`src/bbc_pkg.sv`:
```
// types, constants and the control program of the bandpass filter cascade
// no dependencies; used by butterworth_bandpass_cascade
package bbc_pkg;

  localparam int HIST_W     = 40;
  localparam int HIST_FRAC  = 24;
  localparam int OPND_W     = HIST_W + 2;
  localparam int HALF_W     = OPND_W / 2;
  localparam int OPND_HALF_W = HALF_W + 1;
  localparam int ACC_W      = HIST_W + 7;
  localparam int PROD_W     = ACC_W;
  localparam int NSLOTS     = 5;
  localparam int SLOT_W     = 3;
  localparam int SECTION_W  = 2;
  localparam int PC_W       = 5;

  localparam logic KIND_SAMPLE = 1'b0;
  localparam logic KIND_COEF   = 1'b1;

  localparam logic [SLOT_W-1:0] SLOT_GAIN = 3'd0;
  localparam logic [SLOT_W-1:0] SLOT_D1   = 3'd1;
  localparam logic [SLOT_W-1:0] SLOT_D2   = 3'd2;
  localparam logic [SLOT_W-1:0] SLOT_D3   = 3'd3;
  localparam logic [SLOT_W-1:0] SLOT_D4   = 3'd4;

  localparam logic [PC_W-1:0] STEP_TOP = 5'd0;

  typedef enum logic [2:0] {
    OPND_H1,
    OPND_H2,
    OPND_H3,
    OPND_H4,
    OPND_T
  } opnd_sel_t;

  typedef enum logic {
    HALF_LO,
    HALF_HI
  } half_t;

  typedef enum logic [1:0] {
    ACC_NONE,
    ACC_LOADX,
    ACC_ADD
  } acc_op_t;

  typedef enum logic [1:0] {
    SEQ_NEXT,
    SEQ_LOOP,
    SEQ_END
  } seq_t;

  typedef struct packed {
    logic [SLOT_W-1:0] slot;
    opnd_sel_t         opnd;
    half_t             half;
    acc_op_t           acc;
    logic              sat_w0;
    logic              y_step;
    seq_t              seq;
    logic [PC_W-1:0]   target;
  } ucode_t;

  localparam ucode_t UC_NOP = '{
    slot:   SLOT_GAIN,
    opnd:   OPND_H1,
    half:   HALF_LO,
    acc:    ACC_NONE,
    sat_w0: 1'b0,
    y_step: 1'b0,
    seq:    SEQ_NEXT,
    target: STEP_TOP
  };

  // one section per pass; a product is issued as low half then high half and
  // reaches the rounded product register through opnd_q, mul_reg and pp_lo
  function automatic ucode_t ucode_rom(input logic [PC_W-1:0] pc);
    ucode_t uc;
    uc = UC_NOP;
    case (pc)
      5'd0: begin
        uc.slot = SLOT_D1; uc.opnd = OPND_H1; uc.half = HALF_LO;
      end
      5'd1: begin
        uc.slot = SLOT_D1; uc.opnd = OPND_H1; uc.half = HALF_HI;
      end
      5'd2: begin
        uc.slot = SLOT_D2; uc.opnd = OPND_H2; uc.half = HALF_LO;
      end
      5'd3: begin
        uc.slot = SLOT_D2; uc.opnd = OPND_H2; uc.half = HALF_HI;
      end
      5'd4: begin
        uc.slot = SLOT_D3; uc.opnd = OPND_H3; uc.half = HALF_LO;
        uc.acc = ACC_LOADX;
      end
      5'd5: begin
        uc.slot = SLOT_D3; uc.opnd = OPND_H3; uc.half = HALF_HI;
      end
      5'd6: begin
        uc.slot = SLOT_D4; uc.opnd = OPND_H4; uc.half = HALF_LO;
        uc.acc = ACC_ADD;
      end
      5'd7: begin
        uc.slot = SLOT_D4; uc.opnd = OPND_H4; uc.half = HALF_HI;
      end
      5'd8: begin
        uc.acc = ACC_ADD;
      end
      5'd9: begin
        uc = UC_NOP;
      end
      5'd10: begin
        uc.acc = ACC_ADD;
      end
      5'd11: begin
        uc.sat_w0 = 1'b1;
      end
      5'd12: begin
        uc.slot = SLOT_GAIN; uc.opnd = OPND_T; uc.half = HALF_LO;
      end
      5'd13: begin
        uc.slot = SLOT_GAIN; uc.opnd = OPND_T; uc.half = HALF_HI;
      end
      5'd14: begin
        uc = UC_NOP;
      end
      5'd15: begin
        uc = UC_NOP;
      end
      5'd16: begin
        uc.y_step = 1'b1; uc.seq = SEQ_LOOP; uc.target = STEP_TOP;
      end
      5'd17: begin
        uc.seq = SEQ_END;
      end
      default: begin
        uc.seq = SEQ_END;
      end
    endcase
    return uc;
  endfunction

  // clip a wide sum to the signed history range
  function automatic logic signed [HIST_W-1:0] sat_hist(input logic signed [ACC_W-1:0] v);
    logic ovf;
    ovf = (v[ACC_W-1:HIST_W-1] != {(ACC_W-HIST_W+1){v[ACC_W-1]}});
    if (!ovf) begin
      return v[HIST_W-1:0];
    end else if (v[ACC_W-1]) begin
      return {1'b1, {(HIST_W-1){1'b0}}};
    end else begin
      return {1'b0, {(HIST_W-1){1'b1}}};
    end
  endfunction

  function automatic logic hist_clip(input logic signed [ACC_W-1:0] v);
    return (v[ACC_W-1:HIST_W-1] != {(ACC_W-HIST_W+1){v[ACC_W-1]}});
  endfunction

endpackage

```
`src/butterworth_bandpass_cascade.sv`:
```
// Butterworth bandpass filter: a cascade of SECTIONS fourth-order sections, driven by a
// small control program over one shared multiplier. A sample transfer (tuser low)
// yields one result; its delay is set by the single multiplier, which forms each of the five
// products of a section from two 22-bit operand halves, plus the pipeline fill of each
// section. The next item is taken while a finished result still waits on the output.
// A coefficient transfer (tuser high) yields no result and clears all history;
// history also clears after a sample marked with tlast.
// Coefficients read as zero until written. Depends on bbc_pkg.
module butterworth_bandpass_cascade #(
  parameter int SECTIONS     = 4,
  parameter int SAMPLE_WIDTH = 16,
  parameter int COEF_WIDTH   = 24
) (
  input  logic clk,
  input  logic rst,
  input  logic s_axis_tvalid,
  output logic s_axis_tready,
  // sample, section[2], slot[3], coef_value, zero fill to bytes
  input  logic [((SAMPLE_WIDTH+COEF_WIDTH+5+7)/8)*8-1:0] s_axis_tdata,
  // kind
  input  logic s_axis_tuser,
  input  logic s_axis_tlast,
  output logic m_axis_tvalid,
  input  logic m_axis_tready,
  // filtered, zero fill to bytes
  output logic [((SAMPLE_WIDTH+7)/8)*8-1:0] m_axis_tdata,
  // saturated
  output logic m_axis_tuser,
  output logic m_axis_tlast
);

  localparam int M_DATA_W   = ((SAMPLE_WIDTH + 7) / 8) * 8;
  localparam int F_SECTION  = SAMPLE_WIDTH;
  localparam int F_SLOT     = F_SECTION + bbc_pkg::SECTION_W;
  localparam int F_COEF     = F_SLOT + bbc_pkg::SLOT_W;
  localparam int COEF_FRAC  = COEF_WIDTH - 4;
  localparam int COEF_DEPTH = SECTIONS * bbc_pkg::NSLOTS;
  localparam int CA_W       = $clog2(COEF_DEPTH);
  localparam int SEC_W      = (SECTIONS > 1) ? $clog2(SECTIONS) : 1;
  localparam int MUL_W      = COEF_WIDTH + bbc_pkg::OPND_HALF_W;
  localparam int FULL_W     = MUL_W + bbc_pkg::HALF_W;
  localparam int SHIFT      = bbc_pkg::HIST_FRAC - SAMPLE_WIDTH + 1;
  localparam int SHL        = (SHIFT > 0) ? SHIFT : 0;
  localparam int SHR        = (SHIFT < 0) ? -SHIFT : 0;
  localparam int CONV_W     = bbc_pkg::HIST_W + 8;
  localparam logic signed [CONV_W-1:0] OUT_MAX =
    {{(CONV_W-SAMPLE_WIDTH+1){1'b0}}, {(SAMPLE_WIDTH-1){1'b1}}};
  localparam logic signed [CONV_W-1:0] OUT_MIN = ~OUT_MAX;

  typedef enum logic [1:0] {
    ST_IDLE = 2'b01,
    ST_RUN  = 2'b10
  } state_t;

  state_t state;
  logic [bbc_pkg::PC_W-1:0] pc;
  logic [SEC_W-1:0] sec;
  bbc_pkg::ucode_t cw;

  logic signed [SAMPLE_WIDTH-1:0] in_sample;
  logic [bbc_pkg::SECTION_W-1:0] in_section;
  logic [bbc_pkg::SLOT_W-1:0] in_slot;
  logic signed [COEF_WIDTH-1:0] in_coef;
  logic in_xfer;
  logic coef_wr;
  logic [CA_W-1:0] wr_addr;
  logic [CA_W-1:0] rd_addr;

  logic signed [COEF_WIDTH-1:0] coef_mem [COEF_DEPTH];
  logic [COEF_DEPTH-1:0] coef_vld;
  logic signed [COEF_WIDTH-1:0] coef_q;
  logic vld_q;
  logic signed [COEF_WIDTH-1:0] coef_eff;

  logic signed [bbc_pkg::HIST_W-1:0] hist_one   [SECTIONS];
  logic signed [bbc_pkg::HIST_W-1:0] hist_two   [SECTIONS];
  logic signed [bbc_pkg::HIST_W-1:0] hist_three [SECTIONS];
  logic signed [bbc_pkg::HIST_W-1:0] hist_four  [SECTIONS];

  logic signed [bbc_pkg::OPND_W-1:0] opnd_full;
  logic signed [bbc_pkg::OPND_HALF_W-1:0] opnd_half;
  logic signed [bbc_pkg::OPND_HALF_W-1:0] opnd_q;
  logic signed [MUL_W-1:0] mul_full;
  logic signed [MUL_W-1:0] mul_reg;
  logic signed [MUL_W-1:0] pp_lo;
  logic signed [FULL_W-1:0] prod_full;
  logic signed [bbc_pkg::PROD_W-1:0] prod_reg;
  logic signed [bbc_pkg::ACC_W-1:0] acc;
  logic signed [bbc_pkg::OPND_W-1:0] u_reg;
  logic signed [bbc_pkg::HIST_W-1:0] w0_reg;
  logic signed [bbc_pkg::HIST_W-1:0] w0_sat;
  logic signed [bbc_pkg::HIST_W-1:0] y_sat;
  logic signed [bbc_pkg::OPND_W-1:0] t_reg;
  logic signed [bbc_pkg::HIST_W-1:0] x_reg;
  logic signed [bbc_pkg::HIST_W-1:0] x_in;
  logic signed [CONV_W-1:0] ox;
  logic out_ovf;
  logic [SAMPLE_WIDTH-1:0] out_val;
  logic last_reg;
  logic clip;
  logic last_sec;
  logic out_free;

  logic out_valid;
  logic [SAMPLE_WIDTH-1:0] out_data;
  logic out_last;
  logic out_sat;

  assign in_sample  = s_axis_tdata[SAMPLE_WIDTH-1:0];
  assign in_section = s_axis_tdata[F_SLOT-1:F_SECTION];
  assign in_slot    = s_axis_tdata[F_COEF-1:F_SLOT];
  assign in_coef    = s_axis_tdata[F_COEF+COEF_WIDTH-1:F_COEF];

  assign s_axis_tready = (state == ST_IDLE);
  assign in_xfer = s_axis_tvalid && s_axis_tready;
  assign coef_wr = in_xfer && (s_axis_tuser == bbc_pkg::KIND_COEF)
                   && (32'(in_section) < SECTIONS)
                   && (in_slot < bbc_pkg::SLOT_W'(bbc_pkg::NSLOTS));
  assign wr_addr = CA_W'(in_section) * CA_W'(bbc_pkg::NSLOTS) + CA_W'(in_slot);

  assign cw = bbc_pkg::ucode_rom(pc);
  assign rd_addr = CA_W'(sec) * CA_W'(bbc_pkg::NSLOTS) + CA_W'(cw.slot);
  assign last_sec = (sec == SEC_W'(SECTIONS - 1));
  assign out_free = !out_valid || m_axis_tready;

  // input scaling to the history format
  generate
    if (SHIFT >= 0) begin : g_in_left
      assign x_in = bbc_pkg::HIST_W'(in_sample) <<< SHL;
    end else begin : g_in_right
      localparam int RND_IN = 1 << (SHR - 1);
      logic signed [SAMPLE_WIDTH:0] x_rnd;
      assign x_rnd = (SAMPLE_WIDTH+1)'(in_sample) + (SAMPLE_WIDTH+1)'(RND_IN);
      assign x_in = bbc_pkg::HIST_W'(x_rnd >>> SHR);
    end
  endgenerate

  // output scaling back to the sample format
  generate
    if (SHIFT > 0) begin : g_out_right
      logic signed [bbc_pkg::HIST_W:0] x_rnd;
      assign x_rnd = (bbc_pkg::HIST_W+1)'(x_reg)
                     + ((bbc_pkg::HIST_W+1)'(1) <<< (SHL - 1));
      assign ox = CONV_W'(x_rnd >>> SHL);
    end else begin : g_out_left
      assign ox = CONV_W'(x_reg) <<< SHR;
    end
  endgenerate

  assign out_ovf = (ox > OUT_MAX) || (ox < OUT_MIN);
  assign out_val = !out_ovf ? ox[SAMPLE_WIDTH-1:0] :
                   (ox[CONV_W-1] ? OUT_MIN[SAMPLE_WIDTH-1:0] : OUT_MAX[SAMPLE_WIDTH-1:0]);

  always_comb begin
    case (cw.opnd)
      bbc_pkg::OPND_H1: opnd_full = bbc_pkg::OPND_W'(hist_one[sec]);
      bbc_pkg::OPND_H2: opnd_full = bbc_pkg::OPND_W'(hist_two[sec]);
      bbc_pkg::OPND_H3: opnd_full = bbc_pkg::OPND_W'(hist_three[sec]);
      bbc_pkg::OPND_H4: opnd_full = bbc_pkg::OPND_W'(hist_four[sec]);
      bbc_pkg::OPND_T:  opnd_full = t_reg;
      default:          opnd_full = '0;
    endcase
  end

  assign opnd_half = (cw.half == bbc_pkg::HALF_LO)
    ? $signed({1'b0, opnd_full[bbc_pkg::HALF_W-1:0]})
    : $signed({opnd_full[bbc_pkg::OPND_W-1], opnd_full[bbc_pkg::OPND_W-1:bbc_pkg::HALF_W]});

  assign coef_eff = vld_q ? coef_q : '0;
  assign mul_full = coef_eff * opnd_q;

  // high partial product in mul_reg, the earlier low one in pp_lo; round half up
  assign prod_full = (FULL_W'(mul_reg) <<< bbc_pkg::HALF_W) + FULL_W'(pp_lo)
                     + (FULL_W'(1) <<< (COEF_FRAC - 1));

  assign w0_sat = bbc_pkg::sat_hist(acc);
  assign y_sat  = bbc_pkg::sat_hist(prod_reg);

  // coefficient store
  always_ff @(posedge clk) begin
    if (coef_wr) begin
      coef_mem[wr_addr] <= in_coef;
    end
    coef_q <= coef_mem[rd_addr];
  end

  // datapath registers
  always_ff @(posedge clk) begin
    vld_q    <= coef_vld[rd_addr];
    opnd_q   <= opnd_half;
    mul_reg  <= mul_full;
    pp_lo    <= mul_reg;
    prod_reg <= prod_full[FULL_W-1:COEF_FRAC];
    u_reg    <= bbc_pkg::OPND_W'(hist_four[sec])
                - (bbc_pkg::OPND_W'(hist_two[sec]) <<< 1);
  end

  always_ff @(posedge clk) begin
    if (rst) begin
      state     <= ST_IDLE;
      pc        <= bbc_pkg::STEP_TOP;
      sec       <= '0;
      out_valid <= 1'b0;
      coef_vld  <= '0;
      for (int i = 0; i < SECTIONS; i++) begin
        hist_one[i]   <= '0;
        hist_two[i]   <= '0;
        hist_three[i] <= '0;
        hist_four[i]  <= '0;
      end
    end else begin
      if (out_valid && m_axis_tready) begin
        out_valid <= 1'b0;
      end
      case (state)
        ST_IDLE: begin
          if (in_xfer) begin
            if (s_axis_tuser == bbc_pkg::KIND_COEF) begin
              if (coef_wr) begin
                coef_vld[wr_addr] <= 1'b1;
              end
              for (int i = 0; i < SECTIONS; i++) begin
                hist_one[i]   <= '0;
                hist_two[i]   <= '0;
                hist_three[i] <= '0;
                hist_four[i]  <= '0;
              end
            end else begin
              x_reg    <= x_in;
              last_reg <= s_axis_tlast;
              clip     <= 1'b0;
              sec      <= '0;
              pc       <= bbc_pkg::STEP_TOP;
              state    <= ST_RUN;
            end
          end
        end
        ST_RUN: begin
          case (cw.acc)
            bbc_pkg::ACC_LOADX: acc <= prod_reg + bbc_pkg::ACC_W'(x_reg);
            bbc_pkg::ACC_ADD:   acc <= acc + prod_reg;
            default:            acc <= acc;
          endcase
          if (cw.sat_w0) begin
            w0_reg <= w0_sat;
            t_reg  <= bbc_pkg::OPND_W'(w0_sat) + u_reg;
            if (bbc_pkg::hist_clip(acc)) begin
              clip <= 1'b1;
            end
          end
          if (cw.y_step) begin
            x_reg <= y_sat;
            if (bbc_pkg::hist_clip(prod_reg)) begin
              clip <= 1'b1;
            end
            hist_four[sec]  <= hist_three[sec];
            hist_three[sec] <= hist_two[sec];
            hist_two[sec]   <= hist_one[sec];
            hist_one[sec]   <= w0_reg;
          end
          case (cw.seq)
            bbc_pkg::SEQ_NEXT: begin
              pc <= pc + 1'b1;
            end
            bbc_pkg::SEQ_LOOP: begin
              if (last_sec) begin
                pc <= pc + 1'b1;
              end else begin
                pc  <= cw.target;
                sec <= sec + 1'b1;
              end
            end
            bbc_pkg::SEQ_END: begin
              if (out_free) begin
                out_valid <= 1'b1;
                out_data  <= out_val;
                out_last  <= last_reg;
                out_sat   <= clip || out_ovf;
                pc        <= bbc_pkg::STEP_TOP;
                state     <= ST_IDLE;
                if (last_reg) begin
                  for (int i = 0; i < SECTIONS; i++) begin
                    hist_one[i]   <= '0;
                    hist_two[i]   <= '0;
                    hist_three[i] <= '0;
                    hist_four[i]  <= '0;
                  end
                end
              end
            end
            default: begin
              pc <= pc;
            end
          endcase
        end
        default: begin
          state <= ST_IDLE;
        end
      endcase
    end
  end

  assign m_axis_tvalid = out_valid;
  assign m_axis_tdata  = M_DATA_W'(out_data);
  assign m_axis_tlast  = out_last;
  assign m_axis_tuser  = out_sat;

endmodule

```
`config.mk`:
```
export PLATFORM = sky130hd
export DESIGN_NAME = butterworth_bandpass_cascade
export DESIGN_NICKNAME = d
export VERILOG_FILES = /design/src/bbc_pkg.sv /design/src/butterworth_bandpass_cascade.sv
export SDC_FILE = /design/constraint.sdc
export NUM_CORES = 2
export LEC_CHECK = 0
export ABC_AREA = 1
export BUFFER_PORTS_ARGS = -buffer_cell sky130_fd_sc_hd__buf_2
export CAP_MARGIN = 15
export CORE_MARGIN = 2
export CORE_UTILIZATION = 54
export CTS_CLUSTER_DIAMETER = 80
export CTS_CLUSTER_SIZE = 30
export DETAILED_ROUTE_END_ITERATION = 8
export GPL_ROUTABILITY_DRIVEN = 0
export PLACE_DENSITY = 0.7
export SYNTH_ARGS = -nofsm -noshare
export SYNTH_HDL_FRONTEND = slang
export SYNTH_SLANG_ARGS = --single-unit
```
`constraint.sdc`:
```
create_clock -name clk -period 15.1 [get_ports clk]
set_input_delay 3.02 -clock clk [delete_from_list [all_inputs] [get_ports clk]]
set_output_delay 3.02 -clock clk [all_outputs]
set_load 0.005 [all_outputs]
```
==> results by group <==
Status
  • Outcome: complete, no violations

Setup path
  • WS Path Type: reg2reg
  • Worst Path Arrival: 9.01 ns
  • Reg2reg start: vld_q
  • Crit path from: vld_q
  • CP cell instances: buf_4, nand2_1, nor2_1, fa_1, fa_1, inv_1, fa_1, inv_1, fa_1, fa_1, fa_1, inv_1, fa_1, inv_1, ha_1, nand2_1, nor2_1, inv_1, nor4_1, o21ai_0, nand4_1, nand2_1
  • Critical Path Source Type: register
  • Crit-path max cell delay: 0.97 ns
  • Cell mode on critical path: fa_1
  • Worst r2r dst: mul_reg[39]
  • CP max FO: 24
  • Critical Path Slowest Stage Cell: fa_1
  • R2R setup slack: 6.74 ns
  • Worst Reg-to-Reg Cells: 22
  • Worst path required time: 15.75 ns
  • Worst Setup EP: mul_reg[39]
  • Crit. End Element: register

Synth
  • Syn_area_per_cell: 9.46 um2
  • Top FF cell, synth: edfxtp_1
  • Yosys warning total: 0
  • Post-synth EDFFs: 1309
  • FFs w/ async S/R, synth: 0%
  • Cell area after synthesis: 91700 um2
  • Synth Net Count: 10629
  • Netlist cell types: 59
  • Sequential-to-total area share from yosys stat: 48.1%
  • Post-synthesis register bit count: 1550
  • Cell count after synthesis: 9695

Power and ir drop
  • P_sw: 8.56 mW
  • PD cells: 186 nW/um2
  • Sw Share: 47.2%
  • Reg power frac: 31.6%
  • Peak supply drop: 0.150 mV
  • Internal power: 9.58 mW
  • P_leak: 39.9 nW
  • Clk pwr share: 15.4%
  • Comb pwr share: 52.9%

CTS
  • Setup Fix Bufs, Post-CTS: 0
  • CTS Buf Count: 83
  • Worst-path clk slew: 0.10 ns
  • Post-CTS resize count: 0
  • CTS Buffer Depth: 3
  • CTS tree: yes
  • # hold bufs at CTS: 0
  • # H-tree levels: 3
  • Clk root buf: clkbuf_16
  • Clk sinks: 1550
  • Clk_lat worst skew: 0.79 ns

Cells and area
  • Reg area: 44100 um2
  • Fill cells: 14403
  • Footprint of the multi-input gates: 41800 um2
  • Nets@finish: 10463
  • Area grow syn2layout: 6.28%
  • Most frequent cells in the layout: nor2_1, nand2_1, edfxtp_1
  • Commonest non-fill, non-tap cell in the layout: nor2_1
  • Max reg flops: 480
  • Share of layout cells above drive strength 1: 4.14%
  • Register with the highest flop count: coef_mem

Global routing
  • Largest net degree at the start of global routing: 160
  • GRT Util Overall: 30.6%
  • Vias in the first global route: 68622
  • First-pass GRT wire length: 405 mm
  • Initial antenna violation count: 16
  • Overflow after GRT: 0

Job
  • Max Cap Viol: 0

Place
  • Dpl hpwl: 184 mm
  • Port Buffer Count: 70
  • Pre-CTS setup slack: 6.83 ns

Routing
  • Avg WL per Cell: 22.7 um
  • Drt total wl: 268 mm
  • Drt initial violations: 8490
  • DRC: 0
  • ANT nets after route: 0
  • Vias: 70419
  • Via/cell ratio: 5.96
  • Drt pass-1 iters: 9

Timing
  • Period utilization: 55.4%
  • Final setup fails: 0
  • Fin. Hold Viols: 0
  • Final Critical Period: 8.36 ns
  • Final WS setup: 6.74 ns
  • Clock Skew: 0.0801 ns
  • Max transition margin: 20.1%
  • Fin. max-slew vios: 0
  • Slew @ Worst Pin: 1.20 ns
  • RSZ-0062 raised after global routing: no
  • Highest Clock Rate: 120 MHz
  • Setup TNS: 0 ns

Floorplan
  • Die Width: 416 um
  • I/O Pins: 74
  • Die Y: 416 um
  • Die area: 173000 um2
  • Initial core utilization: 54.3%
  • Rows: 151
  • Core area: 169000 um2

Hold path
  • Hold Path Class: reg2reg
[per-layer routing]
metal | vias up | GRT usage [%] | share of wire [%]
li1 | 31779 | - | -
met1 | 34130 | 40.2 | 38
met2 | 3762 | 49.0 | 46
met3 | 734 | 4.97 | 9.7
met4 | 14 | 16.1 | 6.1
met5 | - | 0 | 0.031
[Yosys cell counts (8+ instances only)]
cell      instances  share of area (%)
a211oi_1         17               0.14
a21boi_0         10              0.082
a21o_1           35               0.29
a21oi_1         413                2.3
a221oi_1          8              0.076
a22oi_1          57               0.47
a31oi_1          97               0.66
a32oi_1          78               0.74
and3_1            9              0.061
buf_1            17              0.070
buf_2            58               0.32
clkbuf_1        346                1.4
dfxtp_1         241                5.3
edfxtp_1       1309                 43
fa_1            546                 12
ha_1            334                4.6
inv_1          1159                4.7
nand2_1        1581                6.5
nand3_1         156               0.85
nand4_1          37               0.25
nor2_1         1854                7.6
nor3_1           66               0.36
nor4_1           27               0.18
o211ai_1         12              0.098
o21a_1           13               0.11
o21ai_0         685                3.7
o21bai_1         32               0.26
o221ai_1         39               0.37
o22ai_1         172                1.2
xnor2_1          61               0.58
xor2_1          167                1.6
[logic make-up (layout without fill, tap and decap cells)]
family	after synthesis	in the layout	share of synthesized area [%]
AOI/OAI and AO/OA	1688	1688	10.6
buffers and inverters	1594	1495	6.62
other	0	10	0
xor gates and xnor gates	229	229	2.19
adders and majority gates	880	880	16.5
DFF	1550	1550	48.1
and+or+nand+nor	3754	3754	16.0
[how the worst min path moves through the flow]
| stage | cells past startpoint | slack [ns] | endpoint | startpoint |
|---|---|---|---|---|
| after floorplan | 0 | 0.34 | pp_lo[19] | mul_reg[19] |
| after global placement | 0 | 0.36 | pp_lo[44] | mul_reg[44] |
| after detailed placement | 0 | 0.36 | pp_lo[42] | mul_reg[42] |
| after CTS | 0 | 0.38 | pp_lo[45] | mul_reg[45] |
| after global routing | 0 | 0.39 | pp_lo[20] | mul_reg[20] |
| final | 0 | 0.38 | pp_lo[42] | mul_reg[42] |
[power by group through the flow]
stage	Combinational, mW	Clock (mW)	Sequential [mW]
after detailed placement	9.34	0	5.82
after floorplan	6.54	0	5.65
after CTS	9.40	2.82	5.73
after global routing	10.5	2.96	5.77
final	9.60	2.80	5.74
after global placement	9.21	0	5.81
[cell type report]
cell class,instances,share of cell area (%)
flip-flops and latches,1550,45.3
multi-input cells,6551,42.9
inverters,1170,4.52
well taps,2218,2.85
clock buffers,88,2.16
repair buffers,173,1.23
clock inverters,64,1.03
diodes,10,0.0257
[critical path, delay by kind of cell (launching register included)]
family / cells / cell delay [ns]
AO/OA/AOI/OAI: 1 / 0.35
AND/OR/NAND/NOR: 7 / 2.07
buffers and inverters: 6 / 0.95
flip-flops: 1 / 0.33
adder cells (fa/ha/maj): 8 / 4.53
[per-stage QoR]
| stage | cell area (um2) | hold WS [ns] | total power, mW | std cells | utilization (%) |
|---|---|---|---|---|---|
| floorplan | 91700 | 0.337 | 12.2 | 9695 | - |
| detailed placement | 94300 | 0.363 | 15.2 | 11659 | 55.8 |
| finish | 97500 | 0.375 | 18.1 | 11824 | 57.7 |
| global placement | 94300 | 0.356 | 15.0 | 11659 | 55.8 |
| CTS | 97400 | 0.380 | 18.0 | 11811 | 57.6 |
| global route | 97500 | 0.385 | 19.3 | 11815 | 57.6 |
(Power assumes the default switching activity.)
